**config.mk**
```make
export PLATFORM = sky130hd
export DESIGN_NAME = pi_controller_antiwindup
export DESIGN_NICKNAME = d
export VERILOG_FILES = /design/src/hw/rtl/piaw_pkg.sv /design/src/hw/rtl/piaw_mul.sv /design/src/hw/rtl/piaw_ctrl.sv /design/src/hw/rtl/pi_controller_antiwindup.sv
export SDC_FILE = /design/constraint.sdc
export NUM_CORES = 2
export LEC_CHECK = 0
export ABC_AREA = 1
export BUFFER_PORTS_ARGS = -buffer_cell sky130_fd_sc_hd__clkbuf_2
export CAP_MARGIN = 10
export CELL_PAD_IN_SITES_DETAIL_PLACEMENT = 1
export CELL_PAD_IN_SITES_GLOBAL_PLACEMENT = 1
export CORE_ASPECT_RATIO = 0.5
export CORE_UTILIZATION = 42
export CTS_CLUSTER_DIAMETER = 30
export DETAILED_ROUTE_END_ITERATION = 8
export PLACE_DENSITY = 0.73
export SYNTH_ARGS = -nofsm -noshare
export SYNTH_HDL_FRONTEND = slang
export SYNTH_SLANG_ARGS = --single-unit
```
**constraint.sdc**
```tcl
create_clock -name i_clk -period 5.4 [get_ports i_clk]
set_input_delay 0.27 -clock i_clk [delete_from_list [all_inputs] [get_ports i_clk]]
set_output_delay 0.27 -clock i_clk [all_outputs]
set_load 0.005 [all_outputs]
```
**src/hw/rtl/piaw_pkg.sv**
```systemverilog
// Shared types, widths and helpers for the PI controller with anti-windup.
// No dependencies; imported by every module of the block.
package piaw_pkg;

    localparam int DATA_W    = 16;  // setpoint, measured, drive, clamp limits
    localparam int GAIN_W    = 8;   // kp, ki, kc
    localparam int CFG_IDX_W = 3;
    localparam int ERR_W     = DATA_W + 1;
    localparam int MB_W      = 25;  // signed B operand of the shared multiplier
    localparam int PROD_W    = GAIN_W + 1 + MB_W;
    localparam int ACC_W     = 48;  // integral and clip error
    localparam int WACC_W    = 58;  // wide accumulator before saturation
    localparam int SUM_W     = ACC_W + 1;
    localparam int DIFF_W    = ACC_W + 2;
    localparam int HALF_W    = ACC_W / 2;

    localparam logic signed [ACC_W-1:0] ACC_MAX = {1'b0, {(ACC_W-1){1'b1}}};
    localparam logic signed [ACC_W-1:0] ACC_MIN = {1'b1, {(ACC_W-1){1'b0}}};

    localparam logic [DATA_W-1:0] RESET_OUT_MAX = 16'd1520;
    localparam logic [DATA_W-1:0] RESET_OUT_MIN = 16'd1;
    localparam logic [GAIN_W-1:0] RESET_GAIN    = 8'd1;

    typedef enum logic [CFG_IDX_W-1:0] {
        CFG_KP      = 3'd0,
        CFG_KI      = 3'd1,
        CFG_KC      = 3'd2,
        CFG_OUT_MAX = 3'd3,
        CFG_OUT_MIN = 3'd4
    } t_cfg_idx;

    typedef enum logic [1:0] {
        MSEL_KP_ERR  = 2'd0,
        MSEL_KI_PROP = 2'd1,
        MSEL_KC_LO   = 2'd2,
        MSEL_KC_HI   = 2'd3
    } t_msel;

    typedef struct packed {
        logic  busy;       // item in flight, input side stalled
        logic  load;       // item accepted this cycle
        t_msel msel;       // multiplier operand pair
        logic  acc_init;   // load accumulator with the integral
        logic  acc_add;    // add registered product into accumulator
        logic  acc_shift;  // product is the upper clip half, weight 2^24
        logic  sat;        // saturate accumulator into the integral
        logic  sum;        // form prop + integral
        logic  clamp;      // clamp the sum
        logic  fin;        // update clip error and load the output register
    } t_ctrl;

    function automatic logic signed [ACC_W-1:0] sat_wide(input logic signed [WACC_W-1:0] v);
        logic [WACC_W-ACC_W:0] top;
        top = v[WACC_W-1:ACC_W-1];
        if ((&top) || !(|top)) begin
            return v[ACC_W-1:0];
        end
        return v[WACC_W-1] ? ACC_MIN : ACC_MAX;
    endfunction

    function automatic logic signed [ACC_W-1:0] sat_diff(input logic signed [DIFF_W-1:0] v);
        logic [DIFF_W-ACC_W:0] top;
        top = v[DIFF_W-1:ACC_W-1];
        if ((&top) || !(|top)) begin
            return v[ACC_W-1:0];
        end
        return v[DIFF_W-1] ? ACC_MIN : ACC_MAX;
    endfunction

endpackage

```
**src/hw/rtl/piaw_mul.sv**
```systemverilog
// Shared 8x25 multiplier with registered product, used for all three gains.
// Depends on piaw_pkg for widths.
module piaw_mul import piaw_pkg::*; (
    input  logic                     i_clk,
    input  logic [GAIN_W-1:0]        i_a,
    input  logic signed [MB_W-1:0]   i_b,
    output logic signed [PROD_W-1:0] o_prod
);

    logic signed [PROD_W-1:0] r_prod;
    logic signed [PROD_W-1:0] n_prod;
    logic signed [GAIN_W:0]   a_ext;

    // gain is unsigned: widen with a zero sign bit
    assign a_ext  = $signed({1'b0, i_a});
    assign n_prod = PROD_W'(a_ext) * PROD_W'(i_b);

    always_ff @(posedge i_clk) begin
        r_prod <= n_prod;
    end

    assign o_prod = r_prod;

endmodule

```
**src/hw/rtl/piaw_ctrl.sv**
```systemverilog
// Step sequencer: walks one item through the shared multiplier and adders.
// Depends on piaw_pkg for the control struct.
module piaw_ctrl import piaw_pkg::*; (
    input  logic  i_clk,
    input  logic  i_rst_n,
    input  logic  i_in_valid,
    input  logic  i_out_free,
    output t_ctrl o_ctrl
);

    typedef enum logic [9:0] {
        S_IDLE  = 10'b00_0000_0001,
        S_P     = 10'b00_0000_0010,
        S_I     = 10'b00_0000_0100,
        S_CL    = 10'b00_0000_1000,
        S_CH    = 10'b00_0001_0000,
        S_ADDH  = 10'b00_0010_0000,
        S_SAT   = 10'b00_0100_0000,
        S_SUM   = 10'b00_1000_0000,
        S_CLAMP = 10'b01_0000_0000,
        S_CLIP  = 10'b10_0000_0000
    } t_state;

    t_state r_state;
    t_state n_state;

    always_comb begin
        n_state = r_state;
        case (r_state)
            S_IDLE:  if (i_in_valid) n_state = S_P;
            S_P:     n_state = S_I;
            S_I:     n_state = S_CL;
            S_CL:    n_state = S_CH;
            S_CH:    n_state = S_ADDH;
            S_ADDH:  n_state = S_SAT;
            S_SAT:   n_state = S_SUM;
            S_SUM:   n_state = S_CLAMP;
            S_CLAMP: n_state = S_CLIP;
            // hold until the output register can take the item
            S_CLIP:  if (i_out_free) n_state = S_IDLE;
            default: n_state = S_IDLE;
        endcase
    end

    always_ff @(posedge i_clk) begin
        if (!i_rst_n) begin
            r_state <= S_IDLE;
        end else begin
            r_state <= n_state;
        end
    end

    always_comb begin
        o_ctrl           = '0;
        o_ctrl.msel      = MSEL_KP_ERR;
        o_ctrl.busy      = (r_state != S_IDLE);
        o_ctrl.load      = (r_state == S_IDLE) && i_in_valid;
        o_ctrl.fin       = (r_state == S_CLIP) && i_out_free;
        o_ctrl.sat       = (r_state == S_SAT);
        o_ctrl.sum       = (r_state == S_SUM);
        o_ctrl.clamp     = (r_state == S_CLAMP);
        o_ctrl.acc_init  = (r_state == S_I);
        o_ctrl.acc_add   = (r_state == S_CL) || (r_state == S_CH) || (r_state == S_ADDH);
        o_ctrl.acc_shift = (r_state == S_ADDH);
        case (r_state)
            S_I:     o_ctrl.msel = MSEL_KI_PROP;
            S_CL:    o_ctrl.msel = MSEL_KC_LO;
            S_CH:    o_ctrl.msel = MSEL_KC_HI;
            default: o_ctrl.msel = MSEL_KP_ERR;
        endcase
    end

endmodule

```
**src/hw/rtl/pi_controller_antiwindup.sv**
```systemverilog
// Top level: PI controller with back-calculation anti-windup.
// Depends on piaw_pkg, piaw_mul and piaw_ctrl.
//
//  channel | direction | handshake                 | payload
//  --------+-----------+---------------------------+-----------------------
//  in      | to block  | i_in_valid / o_in_stall   | i_setpoint, i_measured
//  out     | from block| o_out_valid / i_out_stall | o_drive
//  cfg     | to block  | i_cfg_we                  | i_cfg_idx, i_cfg_data
//
// An item goes from acceptance to a loaded output register through four shared
// multiplier passes (kp, ki, kc on each clip-error half), then saturate, sum,
// clamp and clip-error steps; the input stays stalled until the output register
// is loaded, so a new item is only taken once the last one is through.
// The output register lets a finished drive wait while the next item is taken;
// a stalled output holds the sequencer in its last step until the register frees.
// Reset is synchronous, active low, and restores gains, limits and both states.
module pi_controller_antiwindup import piaw_pkg::*; (
    input  logic                     i_clk,
    input  logic                     i_rst_n,
    input  logic                     i_in_valid,
    output logic                     o_in_stall,
    input  logic signed [DATA_W-1:0] i_setpoint,
    input  logic signed [DATA_W-1:0] i_measured,
    output logic                     o_out_valid,
    input  logic                     i_out_stall,
    output logic signed [DATA_W-1:0] o_drive,
    input  logic                     i_cfg_we,
    input  logic [CFG_IDX_W-1:0]     i_cfg_idx,
    input  logic [DATA_W-1:0]        i_cfg_data
);

    t_ctrl ctrl;

    logic [GAIN_W-1:0]        r_kp, r_ki, r_kc;
    logic signed [DATA_W-1:0] r_out_max, r_out_min;

    logic signed [ACC_W-1:0]  r_integ, r_clip;
    logic signed [ERR_W-1:0]  r_err;
    logic signed [MB_W-1:0]   r_prop;
    logic signed [WACC_W-1:0] r_acc;
    logic signed [SUM_W-1:0]  r_sum;
    logic signed [DATA_W-1:0] r_drv;
    logic signed [DATA_W-1:0] r_out_drive;
    logic                     r_out_valid;

    logic [GAIN_W-1:0]        mul_a;
    logic signed [MB_W-1:0]   mul_b;
    logic signed [PROD_W-1:0] prod;
    logic signed [WACC_W-1:0] addend;
    logic signed [DATA_W-1:0] n_drv;
    logic signed [DIFF_W-1:0] diff;
    logic                     out_free;

    assign out_free = !r_out_valid || !i_out_stall;

    piaw_ctrl u_ctrl (
        .i_clk      (i_clk),
        .i_rst_n    (i_rst_n),
        .i_in_valid (i_in_valid),
        .i_out_free (out_free),
        .o_ctrl     (ctrl)
    );

    always_comb begin
        case (ctrl.msel)
            MSEL_KP_ERR: begin
                mul_a = r_kp;
                mul_b = MB_W'(r_err);
            end
            MSEL_KI_PROP: begin
                mul_a = r_ki;
                mul_b = prod[MB_W-1:0];
            end
            MSEL_KC_LO: begin
                mul_a = r_kc;
                mul_b = $signed({1'b0, r_clip[HALF_W-1:0]});
            end
            MSEL_KC_HI: begin
                mul_a = r_kc;
                mul_b = MB_W'($signed(r_clip[ACC_W-1:HALF_W]));
            end
            default: begin
                mul_a = r_kp;
                mul_b = MB_W'(r_err);
            end
        endcase
    end

    piaw_mul u_mul (
        .i_clk  (i_clk),
        .i_a    (mul_a),
        .i_b    (mul_b),
        .o_prod (prod)
    );

    // upper clip half carries weight 2^24
    assign addend = ctrl.acc_shift ? $signed({prod, {HALF_W{1'b0}}}) : WACC_W'(prod);

    always_comb begin
        if (r_sum > SUM_W'(r_out_max)) begin
            n_drv = r_out_max;
        end else if (r_sum < SUM_W'(r_out_min)) begin
            n_drv = r_out_min;
        end else begin
            n_drv = r_sum[DATA_W-1:0];
        end
    end

    assign diff = DIFF_W'(r_drv) - DIFF_W'(r_sum);

    // configuration and controller state
    always_ff @(posedge i_clk) begin
        if (!i_rst_n) begin
            r_kp        <= RESET_GAIN;
            r_ki        <= RESET_GAIN;
            r_kc        <= RESET_GAIN;
            r_out_max   <= RESET_OUT_MAX;
            r_out_min   <= RESET_OUT_MIN;
            r_integ     <= '0;
            r_clip      <= '0;
            r_out_valid <= 1'b0;
        end else begin
            if (i_cfg_we) begin
                case (i_cfg_idx)
                    CFG_KP:      r_kp      <= i_cfg_data[GAIN_W-1:0];
                    CFG_KI:      r_ki      <= i_cfg_data[GAIN_W-1:0];
                    CFG_KC:      r_kc      <= i_cfg_data[GAIN_W-1:0];
                    CFG_OUT_MAX: r_out_max <= i_cfg_data;
                    CFG_OUT_MIN: r_out_min <= i_cfg_data;
                    default: ;
                endcase
            end
            if (ctrl.sat) begin
                r_integ <= sat_wide(r_acc);
            end
            if (ctrl.fin) begin
                r_clip      <= sat_diff(diff);
                r_out_valid <= 1'b1;
            end else if (!i_out_stall) begin
                r_out_valid <= 1'b0;
            end
        end
    end

    // datapath registers
    always_ff @(posedge i_clk) begin
        if (ctrl.load) begin
            r_err <= ERR_W'(i_setpoint) - ERR_W'(i_measured);
        end
        if (ctrl.acc_init) begin
            r_prop <= prod[MB_W-1:0];
            r_acc  <= WACC_W'(r_integ);
        end else if (ctrl.acc_add) begin
            r_acc <= r_acc + addend;
        end
        if (ctrl.sum) begin
            r_sum <= SUM_W'(r_prop) + SUM_W'(r_integ);
        end
        if (ctrl.clamp) begin
            r_drv <= n_drv;
        end
        if (ctrl.fin) begin
            r_out_drive <= r_drv;
        end
    end

    assign o_in_stall  = ctrl.busy;
    assign o_out_valid = r_out_valid;
    assign o_drive     = r_out_drive;

endmodule

```
Word-level counts from Yosys, hierarchy flattened
Cells that the tools add are included.
{ "totals": {"inputBits": 56, "register_bits": 378, "out_inout_bits": 18} }
{ "classes": {"n_eq_ne": 21, "muxes": 25, "add_sub_neg": 4, "n_reduce_logical": 25, "n_lt_le_gt_ge": 2, "n_mul": 1} }
{ "ops": {"columns": ["cell", "n"], "rows": [
  ["2-to-1 mux 48 bit", 6],
  ["2-to-1 mux 58 bit", 2],
  ["case mux 10 bit (10 select lines)", 1],
  ["case mux 25 bit (4 select lines)", 1],
  ["adder 58 bit", 1],
  ["2-to-1 mux 57 bit", 1],
  ["subtractor 16 x 49 -> 50 bit", 1],
  ["adder 25 x 48 -> 49 bit", 1],
  ["> comparator 49 x 16 -> 1 bit", 1],
  ["< comparator 49 x 16 -> 1 bit", 1],
  ["multiplier 9 x 25 -> 34 bit", 1],
  ["2-to-1 mux 16 bit", 2],
  ["case mux 8 bit (3 select lines)", 1],
  ["2-to-1 mux 10 bit", 2],
  ["subtractor 16 x 16 -> 17 bit", 1],
  ["AND reduction 2 bit", 6],
  ["AND reduction 11 bit", 1],
  ["OR reduction 11 bit", 1],
  ["equality test 10 x 1 -> 1 bit (second input constant)", 1],
  ["equality test 10 bit (second input constant)", 1],
  ["equality test 10 x 2 -> 1 bit (second input constant)", 1],
  ["equality test 10 x 3 -> 1 bit (second input constant)", 1],
  ["equality test 10 x 4 -> 1 bit (second input constant)", 1],
  ["equality test 10 x 5 -> 1 bit (second input constant)", 1],
  ["23 further kinds", 41]
]} }

Logic depth before layout (Yosys ltp)
{ "depth": {"depth_word": 8, "ltp_mapped": 33, "mapped_depth_nobuf": 31} }

Hierarchy
From an unflattened synthesis, not the netlist that was laid out.
{ "unflattened": {"cells_unflattened": 5331, "hier_area_um2": 36676.4} }
{ "by_module_without_submodules": {"columns": ["module", "area_each_um2", "cells_per_inst", "n_inst"], "rows": [
  ["pi_controller_antiwindup", 27342.5, 3981, 1],
  ["piaw_mul", 8683.3, 1254, 1],
  ["piaw_ctrl", 650.6, 96, 1]
]} }

Worst setup path after synthesis
OpenSTA, ideal clock, no wires.
{ "synth_timing": {"path_kind": "register to register", "start": "reg u_ctrl.r_state[6]", "end": "reg u_mul.r_prod[33] (netlist: u_mul.o_prod[33])", "path_stages_with_launch": 31, "setup_ps": 113, "path_buffers": 3, "t_arrival_ps": 5362, "setup_slack_ps": -74, "cell_sequence": "dfxtp_1 > nor2_2 > buf_4 > nor3b_2 > nand3_1 > inv_2 > nor2_4 > inv_4 > a21oi_1 > o21a_1 > buf_4 > inv_4 > buf_6 > nor2_2 > fa_1 > inv_1 > fa_1 > inv_1 > fa_1 > inv_1 > fa_1 > inv_1 > ha_1 > nand2_1 > nor2_1 > nand4_1 > a21oi_1 > a2111oi_0 > nand2_1 > nand2_1 > nand2_1"} }
{ "synth_between": {"elab_chain_len": 6, "elab_cells_between_ends": 12} }
{ "synth_lines": {"columns": ["element", "line_no", "source"], "rows": [
  ["start: declaration", "piaw_ctrl.sv:24", "t_state r_state;"],
  ["start signal: assignment", "piaw_ctrl.sv:49", "r_state <= n_state;"],
  ["equality test 10 x 5 -> 1 bit (tied with other cells)", "piaw_ctrl.sv:65", "case (r_state)"],
  ["case mux 2 bit (3 select lines) *", "piaw_ctrl.sv:65", null],
  ["equality test 2 bit", "pi_controller_antiwindup.sv:65", "case (ctrl.msel)"],
  ["OR reduction 2 bit (no source line)", null, null],
  ["case mux 8 bit (3 select lines)", "pi_controller_antiwindup.sv:65", null],
  ["multiplier 9 x 25 -> 34 bit *", "piaw_mul.sv:16", "assign n_prod = PROD_W'(a_ext) * PROD_W'(i_b);"],
  ["named net u_mul.n_prod[33]", "piaw_mul.sv:11", "logic signed [PROD_W-1:0] n_prod;"],
  ["end signal: assignment", "piaw_mul.sv:19", "r_prod <= n_prod;"],
  ["end: declaration", "piaw_mul.sv:10", "logic signed [PROD_W-1:0] r_prod;"]
]} }
Mark *: on every way through the listed nets, which the timed path passes. The rest lies on a longest branch.
A chain may end at the register's enable or synchronous reset.

Worst setup path after layout
{ "layout_timing": {"start": "reg u_ctrl.r_state[2]", "end": "reg u_mul.r_prod[32] (netlist: u_mul.o_prod[32])"} }
Same word-level chain as after synthesis.

==> results.ini <==
[global_route]
grt_max_degree=80
grt_overflow=0
track_usage_pct=35.5
grt_pass1_wl_um=233000
grt_pass1_vias=37800
antenna_found_initial=5

[placed_design]
place_area_um2=39500
dpl.cell_count=6377
pre_cts_slack_ns=-0.621
dpl.hpwl_um=126000
globalplace.congestion=1.02
port_buffers=73

[logic_synthesis]
synth.avg_cell_area_um2=7.17
synth_cells=5003
ys_ff_latch=378
ys.flop_type=dfxtp_1
syn_area_um2=35900
muxShareOfSynthArea_pct=0
synth_top_area_share_pct=15.2
seq_area_frac_synth_pct=26.2
yosys.area.top_type=edfxtp_1
synth_fa_ha_area_share_pct=20.6
synth-compound-area-share_pct=15.3
synthXorXnorAreaFrac_pct=3.52
yosys-top-cells-area=edfxtp_1, ha_1, nand2_1
ys_async_sr_fraction_pct=0
synth-edff-count=181
synth_top_family_by_area=simple AND/OR/NAND/NOR gates
syn_nets=5554
synth_warnings=0
synthSimpleGateAreaFrac_pct=24.2
synthDistinctLibCells=57

[setup_path]
r2r-end=u_mul.o_prod[32]
crit_path_start_kind=register
reg2reg_from=u_ctrl.r_state[2]
cp_num_buf_inv=9
reg2reg_slack_ns=-0.41
worst-setup-path-type=reg2reg
worstRegToRegCells=29
path_max_fanout=9
cp.arrival_ns=6.31
worstSetupEndpointType=register
crit_path_max_incr_delay_ns=0.61
crit_slowest_cell=fa_1
path_delay_family=adder cells
worst_ep_required_time_ns=5.91

[sta]
worst_pin_slew_ns=1.01
hold_viol_final=0
clock_skew_ns=0.0416
tns_ns=-5.54
max-slew-margin-rel_pct=32.3
period_share_pct=108
grt_setup_unrepaired=yes
fin_ws_ns=-0.405
min_period_ns=5.81
timing.fmax_mhz=172
setup_violations=23
finalMaxSlewViolations=0

[worst_hold_path]
hold_path_class=in2reg
hold_depth=3
min-delay-start=i_cfg_idx[0]
hold_end=r_kc[0]

[route]
viasPerCell=5.63
wl_um=155000
vias=37000
drc=0
ant_nets=0
wl_per_cell_um=23.6
dr.pass1.iters=6
drtIter0Drc=3344

[floorplan]
fp.dieH_um=209
start_util_pct=42.6
die-width_um=415
num_io_pins=74
dieArea_um2=86600
row_count=75
coreArea_um2=84200

[clocking]
clkSinkCount=378
clockBufferDepth=3
numCtsBuffers=70
clock_latency_ns=0.65
cts_tree=built
h-tree-depth=3
clkSlewWorstSetupHoldPaths_ns=0.06
cts-root-buf=clkbuf_16

[cells_and_area]
drive_gt1_share_pct=16.3
design_area_um2=43600
final_cell_mix=nand2_1, inv_1, nor2_1, a21oi_1, o21ai_0
fillCellCount=10500
layout.nets=5953
finalCoreUtilization_pct=51.8
fin_cells=6576
final_common_cell=nand2_1
area_growth_pct=21.7

[power_and_ir_drop]
vdd_drop_max_uv=264
cellPowerDensity_nw_per_um2=325
p_leak_nw=20.7

[status]
status=finished, violations left
violations=setup timing

[run]
drv_cap=0

-- state kept, by name, indices dropped and copies added (netlist names), 10 cells and up --
name and cells:
r_integ 48, u_ctrl.r_state 10, r_err 17, r_clip 48, o_drive 16, r_prop 25, r_acc 58, r_drv 16
r_out_max 16, r_out_min 16, u_mul.o_prod 34, r_sum 49
-- timing repair --
action,in CTS,in global routing
gates resized for setup,208,57
setup endpoints to repair,25,24
setup buffers,35,13
pin swaps,81,34
endpoints found under the hold margin,32,0
hold buffers,17,0
cloned,3,0
-- power by group --
part           internal, mW  total, mW  switching, mW
Combinational          2.20       6.25           4.04
Clock                  2.59       4.39           1.80
Sequential             3.32       3.56          0.246
-- Yosys cell counts, types with 90 or more instances --
library cell  count
edfxtp_1        181
xor2_1           99
o21ai_0         329
dfxtp_1         197
inv_1           794
fa_1            160
ha_1            335
a21oi_1         440
nor2_1          537
nand2_1        1074
nand4_1          90
nand3_1         209
-- worst min-delay path, cell delays in order --
cell and delay [ns]:
clkbuf_2 0.10, nor3_1 0.09, o211ai_1 0.16
-- how the worst max path moves through the flow --
stage	end	cells past startpoint	slack, ns	start
finish	u_mul.o_prod[32]	29	-0.41	u_ctrl.r_state[2]
floorplan	u_mul.o_prod[32]	25	0.008	u_ctrl.r_state[0]
global route	u_mul.o_prod[33]	30	-0.58	u_ctrl.r_state[1]
global placement	u_mul.o_prod[28]	26	-0.58	u_ctrl.r_state[0]
detailed placement	u_mul.o_prod[28]	26	-0.62	u_ctrl.r_state[0]
CTS	u_mul.o_prod[28]	28	-0.22	u_ctrl.r_state[8]
-- logic make-up after synthesis --
| logic type | Yosys count |
|---|---|
| simple gates | 2072 |
| compound gates | 977 |
| buf+inv | 937 |
| fa+ha+maj | 495 |
| flops | 378 |
| xor+xnor | 144 |
-- metal layers --
layer	global-route usage [%]	part of all wire [%]	vias to the layer above
met5	0	0.015	-
met1	52.1	47	18400
met3	7.78	9.1	172
met4	6.46	1.6	4
met2	53.5	43	1244
li1	-	-	17100
-- cell type report --
type	count	area (um2)	share of cell area [%]
Multi-Input combinational cell	3688	23900	54.8
Sequential cell	378	9390	21.5
Timing Repair Buffer	436	3460	7.93
Inverter	828	3140	7.20
Clock buffer	79	1830	4.20
Tap cell	1116	1400	3.20
Clock inverter	50	500	1.15
Antenna cell	1	2.50	0.00574
-- per-stage QoR --
step | power (mW) | hold WS (ns)
after floorplan | 6.53 | 0.396
after global placement | 9.01 | 0.412
after detailed placement | 9.14 | 0.432
after CTS | 13.9 | 0.00209
after global routing | 14.8 | 0.0569
final | 14.2 | 0.0282
Note: power is estimated with default switching activity, not from simulation.
